## config.mk

```make
export PLATFORM = sky130hd
export DESIGN_NAME = asymmetric_triangle_wave_generator
export DESIGN_NICKNAME = d
export VERILOG_FILES = /design/src/rtl/atwg_pkg.sv /design/src/rtl/asymmetric_triangle_wave_generator.sv /design/src/rtl/atwg_div.sv
export SDC_FILE = /design/constraint.sdc
export NUM_CORES = 2
export LEC_CHECK = 0
export ABC_AREA = 1
export BUFFER_PORTS_ARGS = -buffer_cell sky130_fd_sc_hd__buf_2
export CORE_MARGIN = 2
export CORE_UTILIZATION = 30
export CTS_CLUSTER_SIZE = 16
export DETAILED_ROUTE_END_ITERATION = 16
export PLACE_DENSITY = 0.44
export SYNTH_ARGS = -nofsm -noshare
export SYNTH_HDL_FRONTEND = slang
export SYNTH_SLANG_ARGS = --single-unit
```

## constraint.sdc

```tcl
create_clock -name clk -period 11.1 [get_ports clk]
set_input_delay 2.22 -clock clk [delete_from_list [all_inputs] [get_ports clk]]
set_output_delay 2.22 -clock clk [all_outputs]
set_load 0.005 [all_outputs]
```

## src/rtl/atwg_pkg.sv

```systemverilog
`timescale 1ns / 1ps
`default_nettype none
// ----------------------------------------------------------------------------
// Asymmetric triangle wave generator package
// Shared widths, configuration register indexes and pipeline tag type.
// ----------------------------------------------------------------------------
package atwg_pkg;

  localparam int CFG_IDX_W  = 3;
  localparam int CFG_DATA_W = 32;
  localparam int IN_W       = 32;
  localparam int OUT_W      = 17;
  localparam int STEP_W     = 32;
  localparam int PEAK_W     = 16;
  localparam int AMPL_W     = 15;
  localparam int DC_W       = 16;

  localparam logic [PEAK_W-1:0] PEAK_RESET = 16'h8000;

  typedef enum logic [CFG_IDX_W-1:0] {
    CFG_PHASE_STEP    = 3'd0,
    CFG_PHASE_OFFSET  = 3'd1,
    CFG_PEAK_POSITION = 3'd2,
    CFG_AMPLITUDE     = 3'd3,
    CFG_DC_OFFSET     = 3'd4
  } atwg_cfg_idx_t;

  typedef struct packed {
    logic valid;
    logic rise;
  } atwg_tag_t;

endpackage : atwg_pkg
`default_nettype wire

```

## src/rtl/asymmetric_triangle_wave_generator.sv

```systemverilog
`timescale 1ns / 1ps
`default_nettype none
// ----------------------------------------------------------------------------
// Asymmetric triangle wave generator
// A request carries a sample index; after the pipeline stages below, out_valid
// pulses for one cycle with the matching sample. One request is taken every
// cycle and busy stays low. The divider resolves one quotient bit per stage
// over AMP_BITS + 1 stages; around it sit three stages for the phase multiply,
// phase add and branch select, and two for the amplitude multiply and offset
// add. The user must write configuration only while no request is in flight;
// the block itself does not enforce it.
// ----------------------------------------------------------------------------
module asymmetric_triangle_wave_generator
  import atwg_pkg::*;
#(
  parameter int PHASE_BITS = 32,
  parameter int AMP_BITS   = 16
) (
  input  wire logic                  clk,
  input  wire logic                  rst_n,
  input  wire logic                  start,
  output logic                       busy,
  input  wire logic [IN_W-1:0]       in_sample_index,
  output logic                       out_valid,
  output logic signed [OUT_W-1:0]    out_sample_value,
  input  wire logic                  cfg_we,
  input  wire logic [CFG_IDX_W-1:0]  cfg_index,
  input  wire logic [CFG_DATA_W-1:0] cfg_wdata
);

  localparam int PB = PHASE_BITS;
  localparam int MW = DC_W + AMP_BITS + 1;

  logic [STEP_W-1:0] phase_step_r;
  logic [STEP_W-1:0] phase_offset_r;
  logic [PEAK_W-1:0] peak_r;
  logic [AMPL_W-1:0] amp_r;
  logic [DC_W-1:0]   dc_r;

  always_ff @(posedge clk) begin
    if (!rst_n) begin
      phase_step_r   <= '0;
      phase_offset_r <= '0;
      peak_r         <= PEAK_RESET;
      amp_r          <= '0;
      dc_r           <= '0;
    end else if (cfg_we) begin
      case (atwg_cfg_idx_t'(cfg_index))
        CFG_PHASE_STEP:    phase_step_r   <= cfg_wdata[STEP_W-1:0];
        CFG_PHASE_OFFSET:  phase_offset_r <= cfg_wdata[STEP_W-1:0];
        CFG_PEAK_POSITION: peak_r         <= cfg_wdata[PEAK_W-1:0];
        CFG_AMPLITUDE:     amp_r          <= cfg_wdata[AMPL_W-1:0];
        CFG_DC_OFFSET:     dc_r           <= cfg_wdata[DC_W-1:0];
        default: ;
      endcase
    end
  end

  // The peak position is held at one or above so the rising slope never
  // divides by zero.
  logic [PEAK_W-1:0]    peak_eff;
  logic [PB+PEAK_W-1:0] peak_wide;
  logic [PB-1:0]        peak_phase;

  assign peak_eff   = (peak_r == '0) ? PEAK_W'(1) : peak_r;
  assign peak_wide  = {peak_eff, PB'(0)};
  assign peak_phase = peak_wide[PB+PEAK_W-1 -: PB];

  logic              acc;
  logic              v1_r;
  logic [IN_W-1:0]   prod_r;
  logic [2*IN_W-1:0] prod_nxt;

  assign busy     = 1'b0;
  assign acc      = start && !busy;
  assign prod_nxt = in_sample_index * phase_step_r;

  always_ff @(posedge clk) begin
    if (!rst_n) begin
      v1_r <= 1'b0;
    end else begin
      v1_r <= acc;
    end
  end

  always_ff @(posedge clk) begin
    prod_r <= prod_nxt[IN_W-1:0];
  end

  logic               v2_r;
  logic [PB-1:0]      p_r;
  logic [STEP_W-1:0]  p32_nxt;
  logic [PB+STEP_W-1:0] p_wide;

  assign p32_nxt = prod_r + phase_offset_r;
  assign p_wide  = {p32_nxt, PB'(0)};

  always_ff @(posedge clk) begin
    if (!rst_n) begin
      v2_r <= 1'b0;
    end else begin
      v2_r <= v1_r;
    end
  end

  always_ff @(posedge clk) begin
    p_r <= p_wide[PB+STEP_W-1 -: PB];
  end

  atwg_tag_t     tag3_r;
  logic [PB-1:0] num_r;
  logic [PB-1:0] den_r;
  logic          rise_nxt;

  assign rise_nxt = (p_r <= peak_phase);

  always_ff @(posedge clk) begin
    if (!rst_n) begin
      tag3_r.valid <= 1'b0;
    end else begin
      tag3_r.valid <= v2_r;
    end
  end

  always_ff @(posedge clk) begin
    tag3_r.rise <= rise_nxt;
    num_r       <= rise_nxt ? p_r : p_r - peak_phase;
    den_r       <= rise_nxt ? peak_phase : PB'(0) - peak_phase;
  end

  atwg_tag_t         div_tag;
  logic [AMP_BITS:0] div_quo;

  atwg_div #(
    .PHASE_BITS (PHASE_BITS),
    .AMP_BITS   (AMP_BITS)
  ) u_div (
    .clk     (clk),
    .rst_n   (rst_n),
    .in_tag  (tag3_r),
    .in_num  (num_r),
    .in_den  (den_r),
    .out_tag (div_tag),
    .out_quo (div_quo)
  );

  atwg_tag_t   tagm_r;
  logic [MW-1:0] mul_r;

  always_ff @(posedge clk) begin
    if (!rst_n) begin
      tagm_r.valid <= 1'b0;
    end else begin
      tagm_r.valid <= div_tag.valid;
    end
  end

  always_ff @(posedge clk) begin
    tagm_r.rise <= div_tag.rise;
    mul_r       <= MW'({amp_r, 1'b0} * div_quo);
  end

  logic [OUT_W:0]    d_ext;
  logic [OUT_W:0]    a_ext;
  logic [OUT_W:0]    dc_ext;
  logic [OUT_W:0]    val_nxt;
  logic              out_valid_r;
  logic [OUT_W-1:0]  out_value_r;

  assign d_ext   = {1'b0, mul_r[AMP_BITS +: OUT_W]};
  assign a_ext   = {3'b000, amp_r};
  assign dc_ext  = {{2{dc_r[DC_W-1]}}, dc_r};
  assign val_nxt = (tagm_r.rise ? d_ext - a_ext : a_ext - d_ext) + dc_ext;

  always_ff @(posedge clk) begin
    if (!rst_n) begin
      out_valid_r <= 1'b0;
    end else begin
      out_valid_r <= tagm_r.valid;
    end
  end

  always_ff @(posedge clk) begin
    out_value_r <= val_nxt[OUT_W-1:0];
  end

  assign out_valid        = out_valid_r;
  assign out_sample_value = out_value_r;

endmodule : asymmetric_triangle_wave_generator
`default_nettype wire

```

## src/rtl/atwg_div.sv

```systemverilog
`timescale 1ns / 1ps
`default_nettype none
// ----------------------------------------------------------------------------
// Ramp fraction divider
// Pipelined restoring divider producing floor(num * 2^AMP_BITS / den) for
// num <= den, one quotient bit per register stage.
// ----------------------------------------------------------------------------
module atwg_div
  import atwg_pkg::*;
#(
  parameter int PHASE_BITS = 32,
  parameter int AMP_BITS   = 16
) (
  input  wire logic                  clk,
  input  wire logic                  rst_n,
  input  wire atwg_tag_t             in_tag,
  input  wire logic [PHASE_BITS-1:0] in_num,
  input  wire logic [PHASE_BITS-1:0] in_den,
  output atwg_tag_t                  out_tag,
  output logic      [AMP_BITS:0]     out_quo
);

  atwg_tag_t             tag_r [0:AMP_BITS];
  logic [PHASE_BITS-1:0] rem_r [0:AMP_BITS];
  logic [PHASE_BITS-1:0] den_r [0:AMP_BITS];
  logic [AMP_BITS:0]     quo_r [0:AMP_BITS];

  for (genvar k = 0; k <= AMP_BITS; k++) begin : g_stage
    logic [PHASE_BITS:0]   sh_nxt;
    logic [PHASE_BITS-1:0] den_nxt;
    logic [AMP_BITS:0]     quo_prev;
    atwg_tag_t             tag_nxt;
    logic                  ge_nxt;
    logic [PHASE_BITS:0]   diff_nxt;

    if (k == 0) begin : g_first
      assign sh_nxt   = {1'b0, in_num};
      assign den_nxt  = in_den;
      assign quo_prev = '0;
      assign tag_nxt  = in_tag;
    end else begin : g_next
      assign sh_nxt   = {rem_r[k-1], 1'b0};
      assign den_nxt  = den_r[k-1];
      assign quo_prev = quo_r[k-1];
      assign tag_nxt  = tag_r[k-1];
    end

    assign diff_nxt = sh_nxt - {1'b0, den_nxt};
    assign ge_nxt   = (sh_nxt >= {1'b0, den_nxt});

    always_ff @(posedge clk) begin
      if (!rst_n) begin
        tag_r[k].valid <= 1'b0;
      end else begin
        tag_r[k].valid <= tag_nxt.valid;
      end
    end

    always_ff @(posedge clk) begin
      tag_r[k].rise <= tag_nxt.rise;
      rem_r[k]      <= ge_nxt ? diff_nxt[PHASE_BITS-1:0] : sh_nxt[PHASE_BITS-1:0];
      den_r[k]      <= den_nxt;
      quo_r[k]      <= {quo_prev[AMP_BITS-1:0], ge_nxt};
    end
  end

  assign out_tag = tag_r[AMP_BITS];
  assign out_quo = quo_r[AMP_BITS];

endmodule : atwg_div
`default_nettype wire

```

==> flow_summary.toml <==
[synth]
synthMuxAreaShare_pct = 0.0279
synthXorXnorAreaFrac_pct = 3.55
async_reset_ff_share_pct = 0
synth_cell_types = 68
synth_area_um2 = 71700
ys_warn_count = 0
yosys.area.top_type = "dfxtp_1"
synth_area_leaders = "dfxtp_1 31%, fa_1 17%, nand2_1 10%, ha_1 10%, inv_1 10%"
syn_nets = 10300
synth_cells = 9044
ys_ff_latch = 1099
synth_edf_count = 0
yosysMostFrequentCell = "nand2_1"
synth_commonest_cells = "1978 x nand2_1, 1920 x inv_1, 1099 x dfxtp_1, 605 x fa_1, 583 x ha_1"
synth_compound_area_share_pct = 9.21
yosysTopAreaCellShare_pct = 30.7
synthAdderAreaFrac_pct = 27.0
yosys.area_share.simple_pct = 17.3
synth_top_family_by_area = "adder cells"
synthFlopType = "dfxtp_1"
synth_seq_area_share_pct = 30.7
syn_avg_cell_area_um2 = 7.93

[sta]
slew_viol_final = 0
tightest_slew_ns = 1.29
finalHoldViolCount = 0
max_freq_ghz = 0.120
rsz0062_at_grt = "no"
period_share_pct = 74.8
fin_skew_ns = 0.0519
max_slew_margin_pct = 13.3
finalCriticalPeriod_ns = 8.31
setup_viol = 0
setup_tns_ns = 0

[final_layout]
syn_to_final_growth_pct = 10.9
fin_cells = 12200
multi_input_area_um2 = 41000
layout-drive-gt1-share_pct = 5.65
regArea_um2 = 22000
fillers = 25200
fin_nets = 10200

[global_routing]
grt_pass1_wl_um = 319000
overflow = 0
track_usage_pct = 16.6
grt_max_degree = 71
first_global_vias = 56900
grt_use_met1_pct = 20.6
grt.busiest_layer = "met2"
antenna_found_initial = 20
grt_use_met2_pct = 29.8
grt_use_met3_pct = 2.18

[critical_path]
worst_setup_path_end_kind = "register"
crit_arrival_ns = 8.97
path_common_cell = "fa_1"
path_class = "in -> reg"
cp-start-kind = "primary input"
ff2ff_path_depth = 23
rrSetupSlack_ns = 3.56
crit_required_ns = 11.77
cp_max_fo = 26
crit_path_max_incr_delay_ns = 0.58
cp_slowest_cell = "buf_2"

[detailed_routing]
drt_iter0_markers = 2576
wl_um = 199000
avgViaCountPerCell = 4.43
ant_nets = 0
drc = 2
route.vias.total = 54200
wire_per_inst_um = 16.2
first_pass_iters = 12

[clock_tree]
cts.htree.levels = 4
numCtsBuffers = 133
cts-hold-fix-buffers = 0
clk_path_buf_depth = 3
clk_latency_ns = 0.78
post_cts_buffers = 0
cts_sinks = 1099
clkTransAtPathRegs_ns = 0.06
cts_root_buf = "clkbuf_16"
ctsResizeCount = 0
cts_tree = "yes"

[floorplanning]
rows = 179
die_h_um = 493
core_um2 = 238000
die_area_um2 = 243000
fp.dieW_um = 493
start_util_pct = 30.2
io_pins = 90

[run_status]
status = "complete, but fails checks"
violations = "design-rule violations"

[power_and_ir_drop]
p_per_area_nw_per_um2 = 287
ir_worst_vdd_uv = 141
power_leakage_uw = 0.0410

[placed_design]
hpwl_um = 159000
portBuffers = 88
gp_congestion = 0.863
dpl.cell_count = 12000

[min_path]
min_path_cells = 0
hp-class = "reg -> reg"

[run]
maxCapViolCount = 0
==> path summary, 6_finish.rpt <==
path                                     endpoint          startpoint
worst min register to register  u_div.tag_r[4][0]   u_div.tag_r[3][0]
worst max-delay path                   prod_r[29]  in_sample_index[6]
worst max register to register         prod_r[28]     phase_step_r[4]
worst min-delay path            u_div.tag_r[4][0]   u_div.tag_r[3][0]
==> placed cells by master, fill, tap and decap left out, types with 30 or more instances in the layout <==
| master | synthesis | layout |
|---|---|---|
| dfxtp_1 | 1099 | 1099 |
| xnor2_1 | 116 | 116 |
| nor4_1 | 35 | 35 |
| clkbuf_16 | 0 | 135 |
| xor2_1 | 175 | 175 |
| nor2_1 | 548 | 547 |
| inv_1 | 1920 | 1920 |
| nand2_1 | 1978 | 1978 |
| buf_4 | 8 | 46 |
| buf_2 | 32 | 87 |
| nand3_1 | 228 | 228 |
| or2_2 | 39 | 39 |
| a21oi_2 | 30 | 30 |
| o21ai_0 | 367 | 367 |
| a21oi_1 | 491 | 491 |
| nand4_1 | 49 | 49 |
| ha_1 | 583 | 583 |
| o21ai_1 | 62 | 62 |
| o21bai_1 | 33 | 33 |
| a31oi_1 | 35 | 35 |
| nor3_1 | 60 | 59 |
| fa_1 | 605 | 605 |
==> registers in the layout (all words and copies together), names as in the netlist <==
| register | flops |
|---|---|
| u_div.rem_r | 392 |
| u_div.den_r | 256 |
| u_div.quo_r | 153 |
| u_div.tag_r | 34 |
| num_r | 32 |
| p_r | 32 |
| phase_offset_r | 32 |
| phase_step_r | 32 |
| prod_r | 32 |
| mul_r | 17 |
| out_sample_value | 17 |
| dc_r | 16 |
| den_r | 16 |
| peak_r | 16 |
| amp_r | 15 |
| tag3_r | 2 |
| tagm_r | 2 |
| out_valid | 1 |
| v1_r | 1 |
| v2_r | 1 |
==> per-layer routing <==
metal / wire [um] / part of all wire [%]
met1: 88000 / 44
met5: 33 / 0.017
met2: 98500 / 50
met4: 5570 / 2.8
met3: 6630 / 3.3
==> critical path, delay by kind of cell <==
kind	cells	cell delay (ns)
adders and majority gates	9	4.49
buffers and inverters	7	0.90
and+or+nand+nor	9	0.84
AOI/OAI and AO/OA	3	0.48
==> cells by family after synthesis <==
kind of cell | count (synthesis)
flip-flops | 1099
AO/OA/AOI/OAI | 1172
multiplexers | 2
other | 1
AND/OR/NAND/NOR | 3021
adder cells (fa/ha/maj) | 1188
buffers and inverters | 2270
XOR/XNOR | 291
==> metrics by stage <==
stage	area, um^2	total power [uW]	hold WS [ns]	worst slack, ns	util (%)
detailed placement	75000	18600	0.312	1.97	31.5
floorplan	71700	15400	0.310	2.53	-
global placement	75000	18500	0.310	1.78	31.5
CTS	79600	23200	0.317	2.81	33.5
global route	79600	25100	0.321	2.33	33.5
finish	79600	22800	0.314	2.79	33.5
==> layout make-up <==
class                           count  share of cell area (%)
Tap cell                         3167                    4.98
Antenna cell                        2                 0.00629
Inverter                         1930                    9.10
Sequential cell                  1099                    27.7
Timing Repair Buffer              133                   0.981
Multi-Input combinational cell   5675                    51.5
Clock inverter                     65                    1.11
Clock buffer                      173                    4.65
==> where the power goes <==
part | switching (uW) | internal (uW) | total (uW) | leakage [uW]
clock | 1800 | 2700 | 4510 | 0.00223
combinational | 7420 | 4350 | 11800 | 0.0296
sequential | 1010 | 5540 | 6550 | 0.00914
total | 10200 | 12600 | 22800 | 0.0410
Power figures use the tool's default switching activity.
